==> src/rtl/core/note_repeat_sample_player_assert.svh <==
// Assertion macros shared by the sample player modules.
// Expects i_clk and i_rst_n in the scope of each use.
`ifndef NOTE_REPEAT_SAMPLE_PLAYER_ASSERT_SVH
`define NOTE_REPEAT_SAMPLE_PLAYER_ASSERT_SVH

`ifndef SYNTHESIS
`define NRSP_ASSERT_ALWAYS(lbl, cond, msg) \
    lbl: assert property (@(posedge i_clk) disable iff (!i_rst_n) (cond)) else $error(msg);
`define NRSP_ASSERT_NEXT(lbl, ante, cons, msg) \
    lbl: assert property (@(posedge i_clk) disable iff (!i_rst_n) (ante) |=> (cons)) \
        else $error(msg);
`else
`define NRSP_ASSERT_ALWAYS(lbl, cond, msg)
`define NRSP_ASSERT_NEXT(lbl, ante, cons, msg)
`endif

`endif

==> src/rtl/core/nrsp_pkg.sv <==
// Types, codes and constants of the note repeat sample player.
// No dependencies; imported by every module of the block but the RAM.
package nrsp_pkg;

    localparam int SAMPLE_DEPTH = 65536;
    localparam int SAMPLE_BITS  = 16;
    localparam int ADDR_W       = $clog2(SAMPLE_DEPTH);
    localparam int POS_W        = ADDR_W + 1;

    localparam int NOTE_W   = 7;
    localparam int WADDR_W  = 16;
    localparam int SPB_W    = 21;
    localparam int LEN_W    = 17;
    localparam int VOL_W    = 7;
    localparam int TIMER_W  = SPB_W;

    localparam int TEMPO_N     = 12;
    localparam int TEMPO_IDX_W = $clog2(TEMPO_N);
    localparam logic [NOTE_W-1:0] TEMPO_LOW  = 7'd60;
    localparam logic [NOTE_W-1:0] TEMPO_HIGH = 7'd71;
    localparam int DIV_W = 8;
    localparam logic [TIMER_W-1:0] TIMER_MAX = '1;

    // Volume scaling: x * vol / 100 by reciprocal multiply, exact over the product range
    localparam int VOL_SCALE = 100;
    localparam int DIV_SHIFT = SAMPLE_BITS + 14;
    localparam int PROD_W    = SAMPLE_BITS + VOL_W + 1;
    localparam int MAG_W     = PROD_W - 1;
    localparam int RECIP_W   = SAMPLE_BITS + 8;
    localparam logic [RECIP_W-1:0] RECIP_K =
        RECIP_W'(((64'd1 << DIV_SHIFT) + 64'(VOL_SCALE) - 64'd1) / 64'(VOL_SCALE));
    localparam int MK_W = MAG_W + RECIP_W;
    localparam int Q_W  = MK_W - DIV_SHIFT;
    localparam logic [Q_W-1:0] Q_POS_LIM = {2'b00, {(SAMPLE_BITS-1){1'b1}}};
    localparam logic [Q_W-1:0] Q_NEG_LIM = {2'b01, {(SAMPLE_BITS-1){1'b0}}};

    localparam int Q_DEPTH = 4;
    localparam int QPTR_W  = $clog2(Q_DEPTH);
    localparam int QCNT_W  = $clog2(Q_DEPTH + 1);

    localparam int APB_ADDR_W = 4;
    localparam int APB_DATA_W = 32;
    localparam int REG_IDX_W  = 2;

    localparam logic [1:0] ACT_NOTE_ON   = 2'd0;
    localparam logic [1:0] ACT_NOTE_OFF  = 2'd1;
    localparam logic [1:0] ACT_TICK      = 2'd2;
    localparam logic [1:0] ACT_MEM_WRITE = 2'd3;

    localparam logic [1:0] OP_NOTE_ON  = 2'd0;
    localparam logic [1:0] OP_NOTE_OFF = 2'd1;
    localparam logic [1:0] OP_TICK     = 2'd2;
    localparam logic [1:0] OP_WRITE    = 2'd3;

    localparam logic [REG_IDX_W-1:0] REG_SPB    = 2'd0;
    localparam logic [REG_IDX_W-1:0] REG_LENGTH = 2'd1;
    localparam logic [REG_IDX_W-1:0] REG_VOLUME = 2'd2;
    localparam logic [REG_IDX_W-1:0] REG_MONO   = 2'd3;

    localparam logic [SPB_W-1:0] SPB_RESET    = 21'd22154;
    localparam logic [LEN_W-1:0] LENGTH_RESET = '0;
    localparam logic [VOL_W-1:0] VOLUME_RESET = 7'd100;

    typedef logic signed [SAMPLE_BITS-1:0] t_sample;

    localparam t_sample SAMPLE_MAX = t_sample'({1'b0, {(SAMPLE_BITS-1){1'b1}}});
    localparam t_sample SAMPLE_MIN = t_sample'({1'b1, {(SAMPLE_BITS-1){1'b0}}});

    typedef struct packed {
        logic [1:0]         action;
        logic [NOTE_W-1:0]  note;
        logic [WADDR_W-1:0] write_address;
        t_sample            write_left;
        t_sample            write_right;
    } t_in_item;

    typedef struct packed {
        t_sample out_left;
        t_sample out_right;
        logic    playing;
    } t_out_item;

    typedef struct packed {
        logic [SPB_W-1:0] samples_per_beat;
        logic [LEN_W-1:0] sample_length;
        logic [VOL_W-1:0] volume_percent;
        logic             mono_mode;
    } t_cfg;

    typedef struct packed {
        logic [1:0]             kind;
        logic [TEMPO_IDX_W-1:0] tempo_idx;
        logic [ADDR_W-1:0]      waddr;
        t_sample                left;
        t_sample                right;
    } t_op;

    function automatic logic [DIV_W-1:0] tempo_div(input logic [TEMPO_IDX_W-1:0] idx);
        logic [DIV_W-1:0] d;
        unique case (idx)
            4'd0:    d = 8'd2;
            4'd1:    d = 8'd3;
            4'd2:    d = 8'd4;
            4'd3:    d = 8'd6;
            4'd4:    d = 8'd8;
            4'd5:    d = 8'd16;
            4'd6:    d = 8'd12;
            4'd7:    d = 8'd32;
            4'd8:    d = 8'd24;
            4'd9:    d = 8'd64;
            4'd10:   d = 8'd48;
            4'd11:   d = 8'd128;
            default: d = 8'd1;
        endcase
        return d;
    endfunction

endpackage

==> src/rtl/core/nrsp_front.sv <==
// Front end: accepts input beats, classifies them and queues the ones that matter.
// Depends on nrsp_pkg and the assertion macro header.
`include "note_repeat_sample_player_assert.svh"

module nrsp_front import nrsp_pkg::*; (
    input  logic     i_clk,
    input  logic     i_rst_n,
    input  logic     i_in_valid,
    input  t_in_item i_in_item,
    output logic     o_in_stall,
    output logic     o_op_valid,
    output t_op      o_op,
    input  logic     i_pop
);

    t_op               r_q [Q_DEPTH];
    logic [QPTR_W-1:0] r_wr_ptr;
    logic [QPTR_W-1:0] r_rd_ptr;
    logic [QCNT_W-1:0] r_count;
    logic [QCNT_W-1:0] n_count;

    t_op  op_c;
    logic keep_c;
    logic is_tempo_c;
    logic push_c;

    always_comb begin
        is_tempo_c   = (i_in_item.note >= TEMPO_LOW) && (i_in_item.note <= TEMPO_HIGH);
        op_c.kind      = OP_TICK;
        op_c.tempo_idx = TEMPO_IDX_W'(i_in_item.note - TEMPO_LOW);
        op_c.waddr     = ADDR_W'(i_in_item.write_address);
        op_c.left      = i_in_item.write_left;
        op_c.right     = i_in_item.write_right;
        keep_c         = 1'b1;
        unique case (i_in_item.action)
            ACT_NOTE_ON: begin
                op_c.kind = OP_NOTE_ON;
                keep_c    = is_tempo_c;
            end
            ACT_NOTE_OFF: begin
                op_c.kind = OP_NOTE_OFF;
                keep_c    = is_tempo_c;
            end
            ACT_TICK: begin
                op_c.kind = OP_TICK;
            end
            ACT_MEM_WRITE: begin
                op_c.kind = OP_WRITE;
                keep_c    = 32'(i_in_item.write_address) < 32'(SAMPLE_DEPTH);
            end
        endcase
    end

    assign o_in_stall = (r_count == QCNT_W'(Q_DEPTH));
    assign push_c     = i_in_valid && !o_in_stall && keep_c;
    assign n_count    = r_count + QCNT_W'(push_c) - QCNT_W'(i_pop);
    assign o_op_valid = (r_count != '0);
    assign o_op       = r_q[r_rd_ptr];

    always_ff @(posedge i_clk) begin
        if (!i_rst_n) begin
            r_wr_ptr <= '0;
            r_rd_ptr <= '0;
            r_count  <= '0;
        end else begin
            if (push_c) begin
                r_wr_ptr <= r_wr_ptr + 1'b1;
            end
            if (i_pop) begin
                r_rd_ptr <= r_rd_ptr + 1'b1;
            end
            r_count <= n_count;
        end
    end

    always_ff @(posedge i_clk) begin
        if (push_c) begin
            r_q[r_wr_ptr] <= op_c;
        end
    end

    `NRSP_ASSERT_ALWAYS(a_no_pop_empty, !(i_pop && r_count == '0), "pop from empty queue")
    `NRSP_ASSERT_ALWAYS(a_count_bound, r_count <= QCNT_W'(Q_DEPTH), "queue count overflow")

endmodule

==> config.mk <==
export PLATFORM = sky130hd
export DESIGN_NAME = nrsp_front
export DESIGN_NICKNAME = d
export VERILOG_FILES = /design/src/rtl/core/nrsp_pkg.sv /design/src/rtl/core/nrsp_front.sv
export VERILOG_INCLUDE_DIRS = /design/src /design/src/rtl/core
export SDC_FILE = /design/constraint.sdc
export NUM_CORES = 1
export LEC_CHECK = 0
export ABC_AREA = 1
export BUFFER_PORTS_ARGS = -buffer_cell sky130_fd_sc_hd__buf_2
export CELL_PAD_IN_SITES_DETAIL_PLACEMENT = 1
export CELL_PAD_IN_SITES_GLOBAL_PLACEMENT = 2
export CORE_MARGIN = 1.5
export CORE_UTILIZATION = 30
export CTS_BUF_LIST = sky130_fd_sc_hd__clkbuf_4 sky130_fd_sc_hd__clkbuf_8
export DETAILED_ROUTE_END_ITERATION = 12
export GPL_TIMING_DRIVEN = 0
export PLACE_DENSITY = 0.67
export SLEW_MARGIN = 20
export SYNTH_ARGS = -nofsm -noshare
export SYNTH_HDL_FRONTEND = slang
export SYNTH_SLANG_ARGS = --single-unit
export TNS_END_PERCENT = 30
==> constraint.sdc <==
create_clock -name i_clk -period 3.46 [get_ports i_clk]
set_input_delay 0 -clock i_clk [delete_from_list [all_inputs] [get_ports i_clk]]
set_output_delay 0 -clock i_clk [all_outputs]
set_load 0.05 [all_outputs]
; Yosys cells after proc, flatten, opt, wreduce, memory -nomap -nowiden
; Memories as Yosys holds them, arrays and structs flattened. A register that Yosys moved wholly into a read port is not among the register bits.
; Index checks and enable logic that the tools add are counted.
[word_totals]
reg_bits = 7
mem_bits_rw = 216
output_inout_bits = 56
word_cells = 28
memories = 1
[mem_list]
columns = memory, depth, word_bits, rd, rd_ports_with_merged_regs, write_ports, line_no
row1 = r_q, 4, 54, 1, 1, 1, nrsp_front.sv:16  ; t_op r_q [Q_DEPTH];
[classes]
n_addsub = 5
magnitude_cmp = 2
n_eq_ne = 4
mux = 6
n_reduce_logical = 7
[op_table]
columns = cell, n
row1 = 2-bit one-hot mux with 4 select lines, 1
row2 = "7-bit by 6-bit greater-or-equal comparator with 1-bit output, second input constant", 1
row3 = "7-bit <= comparator, second input constant", 1
row4 = "2-bit by 1-bit adder with 2-bit output, second input constant", 2
row5 = "2-bit == test, second input constant", 2
row6 = 2-bit 2-to-1 mux, 2
row7 = "4-bit subtractor, second input constant", 1
row8 = 3-bit by 1-bit adder with 3-bit output, 1
row9 = "3-bit == test, second input constant", 1
row10 = 1-bit logical AND, 3
row11 = 1-bit 2-to-1 mux, 3
row12 = 3-bit nonzero test, 1
row13 = 3-bit by 1-bit subtractor with 3-bit output, 1
row14 = "2-bit by 1-bit == test with 1-bit output, second input constant", 1
row15 = 2-bit zero test, 1
row16 = 2-bit OR reduction, 1
row17 = 1-bit zero test, 1

; Logic depth before layout (Yosys ltp)
[depth]
word_depth = 6
depth_mapped = 15
mapped_depth_nobuf = 15

; Least setup slack after synthesis
; No wires, ideal clock.
[synth_timing]
path_kind = register to register
from = register r_count[1]
to = memory r_q[0][0] (netlist name), enable pin
setup_ns = 0.466
t_arrival_ns = 3.290
required_ns = 2.994
setup_slack_ns = -0.295
stages_incl_launch_ff = 7
path_buffers = 0
period_less_slack_ns = 3.755
cell_sequence = dfxtp_1 -> inv_1 -> nand2_1 -> nor2_1 -> nor2_2 -> nand2_2 -> nor2_1
[synth_between]
elab_chain_len = 6
[synth_lines]
columns = element, line_no
row1 = "start, declared", nrsp_front.sv:19  ; logic [QCNT_W-1:0] r_count;
row2 = "start signal, assigned", nrsp_front.sv:72  ; r_count <= n_count;
row3 = 3-bit == test, nrsp_front.sv:54  ; assign o_in_stall = (r_count == QCNT_W'(Q_DEPTH));
row4 = named net o_in_stall, nrsp_front.sv:10  ; output logic o_in_stall,
row5 = 1-bit zero test, nrsp_front.sv:55  ; assign push_c = i_in_valid && !o_in_stall && keep_c;
row6 = 1-bit logical AND (2 in series), nrsp_front.sv:55
row7 = 1-bit 2-to-1 mux, nrsp_front.sv:77  ; if (push_c) begin
row8 = 1-bit 2-to-1 mux (implied by the code), nrsp_front.sv:78  ; r_q[r_wr_ptr] <= op_c;
row9 = "end, declared", nrsp_front.sv:16
; The timed path passes the listed nets, and every way through them passes these cells.

==> flow_summary.yaml <==
drt:
  ant_nets: 0
  wl_per_cell_um: 18.8
  drt-initial-drc-count: 285
  vias_per_cell: 4.70
  num_vias: 5849
  firstDrtPassIters: 4
  finalWirelength_um: 23400
  drc: 0
synth:
  yosysSeqAreaShare_pct: 77.7
  yosysMostFrequentCell: "edfxtp_1"
  synthCells: 610
  yosys_register_bits: 225
  yosys.area.top_type_share_pct: 75.6
  synthFlopType: "edfxtp_1"
  yosys_warnings: 0
  synthArstFlopShare_pct: 0
  netlist_area_um2: 8580
  synth_nets: 680
  synthTopCellsByArea: "edfxtp_1 76%, o21ai_0 5.6%, nor2_1 5.2%, o22ai_1 3.9%, dfxtp_1 2.1%"
  synth_edf_count: 216
  synthTopCellsByCount: "216 x edfxtp_1, 119 x nor2_1, 96 x o21ai_0"
  syn_avg_cell_area_um2: 14.1
  yosys.area.top_type: "edfxtp_1"
  yosysUniqueCellTypes: 20
hold_path:
  hold_path.class: "in2reg"
pwr:
  combPwrFrac_pct: 18.0
  power.leakage_uw: 0.00411
  p_clk_share_pct: 35.2
  peakVddDrop_uv: 380
  p_per_area_nw_per_um2: 612
  net-switching-power_uw: 1990
  swShare_pct: 28.8
  intPower_uw: 4920
  p_seq_share_pct: 46.8
critical_path:
  cp.required_ps: 3460
  path_class: "reg2out"
  worst_path_largest_cell_delay_ps: 410
  cp_cell_sequence: "buf_6 -> clkinv_4 -> clkbuf_1 -> o21ai_0 -> o22ai_1 -> buf_2"
  worstSetupEndpointType: "output pin"
  critPathSlowestCell: "clkbuf_1"
  rrSetupSlack_ps: 1190
  start_kind: "flip-flop"
  cp.arrival_ps: 2280
  crit_fanout: 10
floorplan:
  row_count: 61
  die-area_um2: 29600
  dieHeight_um: 172
  die_w_um: 172
  coreArea_um2: 27900
  ios: 117
  start_util_pct: 30.7
cells_and_area:
  n_antenna_cell: 0
  fin_util_pct: 40.4
  drive_above_1_share_pct: 26.3
  nFillCells: 2987
  fin_cells: 1245
  multi_input_area_um2: 1630
  regArea_um2: 6670
  nNetsFinal: 906
  layout-area-overhead-vs-synth_pct: 31.7
clock_tree:
  cts_buffer_depth: 3
  cts_buffers: 40
  cts_resized: 0
  cts_root_buffer: "clkbuf_8"
  cts.sinks: 225
  h-tree-depth: 2
  postCtsSetupRepairBufs: 0
  clkTransAtPathRegs_ps: 50
  clk_latency_ps: 530
  cts_tree: "built"
placement:
  io_buffers: 115
  dp_hpwl_um: 15000
  gp_congestion: 0.734
  dp.cells: 1113
global_route:
  antenna_found_initial: 0
  grt_use_total_pct: 16.2
  grt_pass1_wl_um: 35900
  grt_pass1_vias: 6516
  grt_max_degree: 21
  grt_overflow: 0
timing:
  hold_violations: 0
  post-route-min-period_ps: 2280
  rsz0062_at_grt: "false"
  slew_violations: 0
  slew_headroom_pct: 50.5
  setup_viol: 0
  clock_skew_ps: 20.1
  max_clock_freq_mhz: 439
  period_share_pct: 65.9
  tightest_slew_ps: 741
  fin_hold_ws_ps: 41.6
status:
  outcome: "finished clean"
run:
  drv_cap: 0
-- kinds of logic (layout without fill, tap and decap cells) --
family / count (synthesis) / after routing / share of synthesized area, %
DFF: 225 / 225 / 77.7
buffers and inverters: 61 / 318 / 3.63
AOI/OAI and AO/OA: 169 / 169 / 10.6
and+or+nand+nor: 146 / 146 / 6.59
adders and majority gates: 9 / 9 / 1.40
-- timing repair --
item / 4_1_cts / 5_1_grt
hold buffers: 59 / 0
endpoints found under the setup margin: 0 / 0
hold endpoints to repair: 225 / 0
-- worst max-delay path, delay by kind of cell, from the launching register on --
family / cells / cell delay (ps)
flip-flops: 1 / 300
AO/OA/AOI/OAI: 2 / 450
buffers and inverters: 4 / 990
-- state kept, by name, summed over array words and instances (netlist names), named ones only --
name      flops
r_q         216
r_count       3
r_rd_ptr      2
r_wr_ptr      2
-- per-layer routing --
| metal | GRT usage [%] | part of all wire [%] | up-vias |
|---|---|---|---|
| met5 | 0 | 0 | - |
| met4 | 4.27 | 1.6 | 0 |
| met3 | 3.43 | 4.7 | 40 |
| met2 | 28.6 | 50 | 138 |
| met1 | 20.1 | 43 | 2956 |
| li1 | - | - | 2715 |
-- stage by stage --
stage | cell area, µm² | total power, µW | worst slack, ps | TNS (ps)
2_1_floorplan | 8580 | 4060 | -295 | -63810
3_3_place_gp | 9630 | 4400 | -2370 | -502370
3_5_place_dp | 9910 | 4490 | 1190 | 0
4_1_cts | 11300 | 7010 | 1100 | 0
5_1_grt | 11300 | 7210 | 995 | 0
6_report | 11300 | 6910 | 1180 | 0
-- cells in the final DEF (no fill, tap or decap), drive strengths merged --
| cell | count |
|---|---|
| bufinv | 1 |
| nor2 | 121 |
| buf | 146 |
| nand2 | 19 |
| edfxtp | 216 |
| clkinv | 12 |
| nand3 | 6 |
| o21ai | 111 |
| dfxtp | 9 |
| dlygate4sd3 | 59 |
| inv | 25 |
| fa | 1 |
| clkbuf | 75 |
| o22ai | 54 |
| a21oi | 4 |
| ha | 8 |
-- area by class of cell --
| type | count | share of cell area (%) |
|---|---|---|
| clock buffer | 60 | 6.31 |
| multi-input combinational | 324 | 14.4 |
| inverter | 25 | 0.919 |
| tap | 378 | 4.19 |
| clock inverter | 13 | 0.742 |
| timing repair buffer | 184 | 12.6 |
| sequential | 225 | 59.0 |
| buffer | 36 | 1.84 |
-- power by group through the flow --
stage	Clock (µW)	Combinational (µW)	Sequential (µW)
detailed placement	0	1210	3290
global route	2620	1340	3250
CTS	2510	1270	3230
floorplan	0	771	3290
finish	2430	1240	3230
global placement	0	1090	3310
-- final timing paths --
path,start,endpoint,cells after the start
worst max-delay path,flip-flop,o_op[52],6
worst min register to register,r_rd_ptr[1]$_SDFFE_PN0P_,r_rd_ptr[1]$_SDFFE_PN0P_,1
worst min-delay path,i_in_item[51],r_q[3][51]$_DFFE_PP_,4
worst max register to register,r_count[1]$_SDFF_PN0_,r_count[2]$_SDFF_PN0_,12
(Power assumes the default switching activity.)
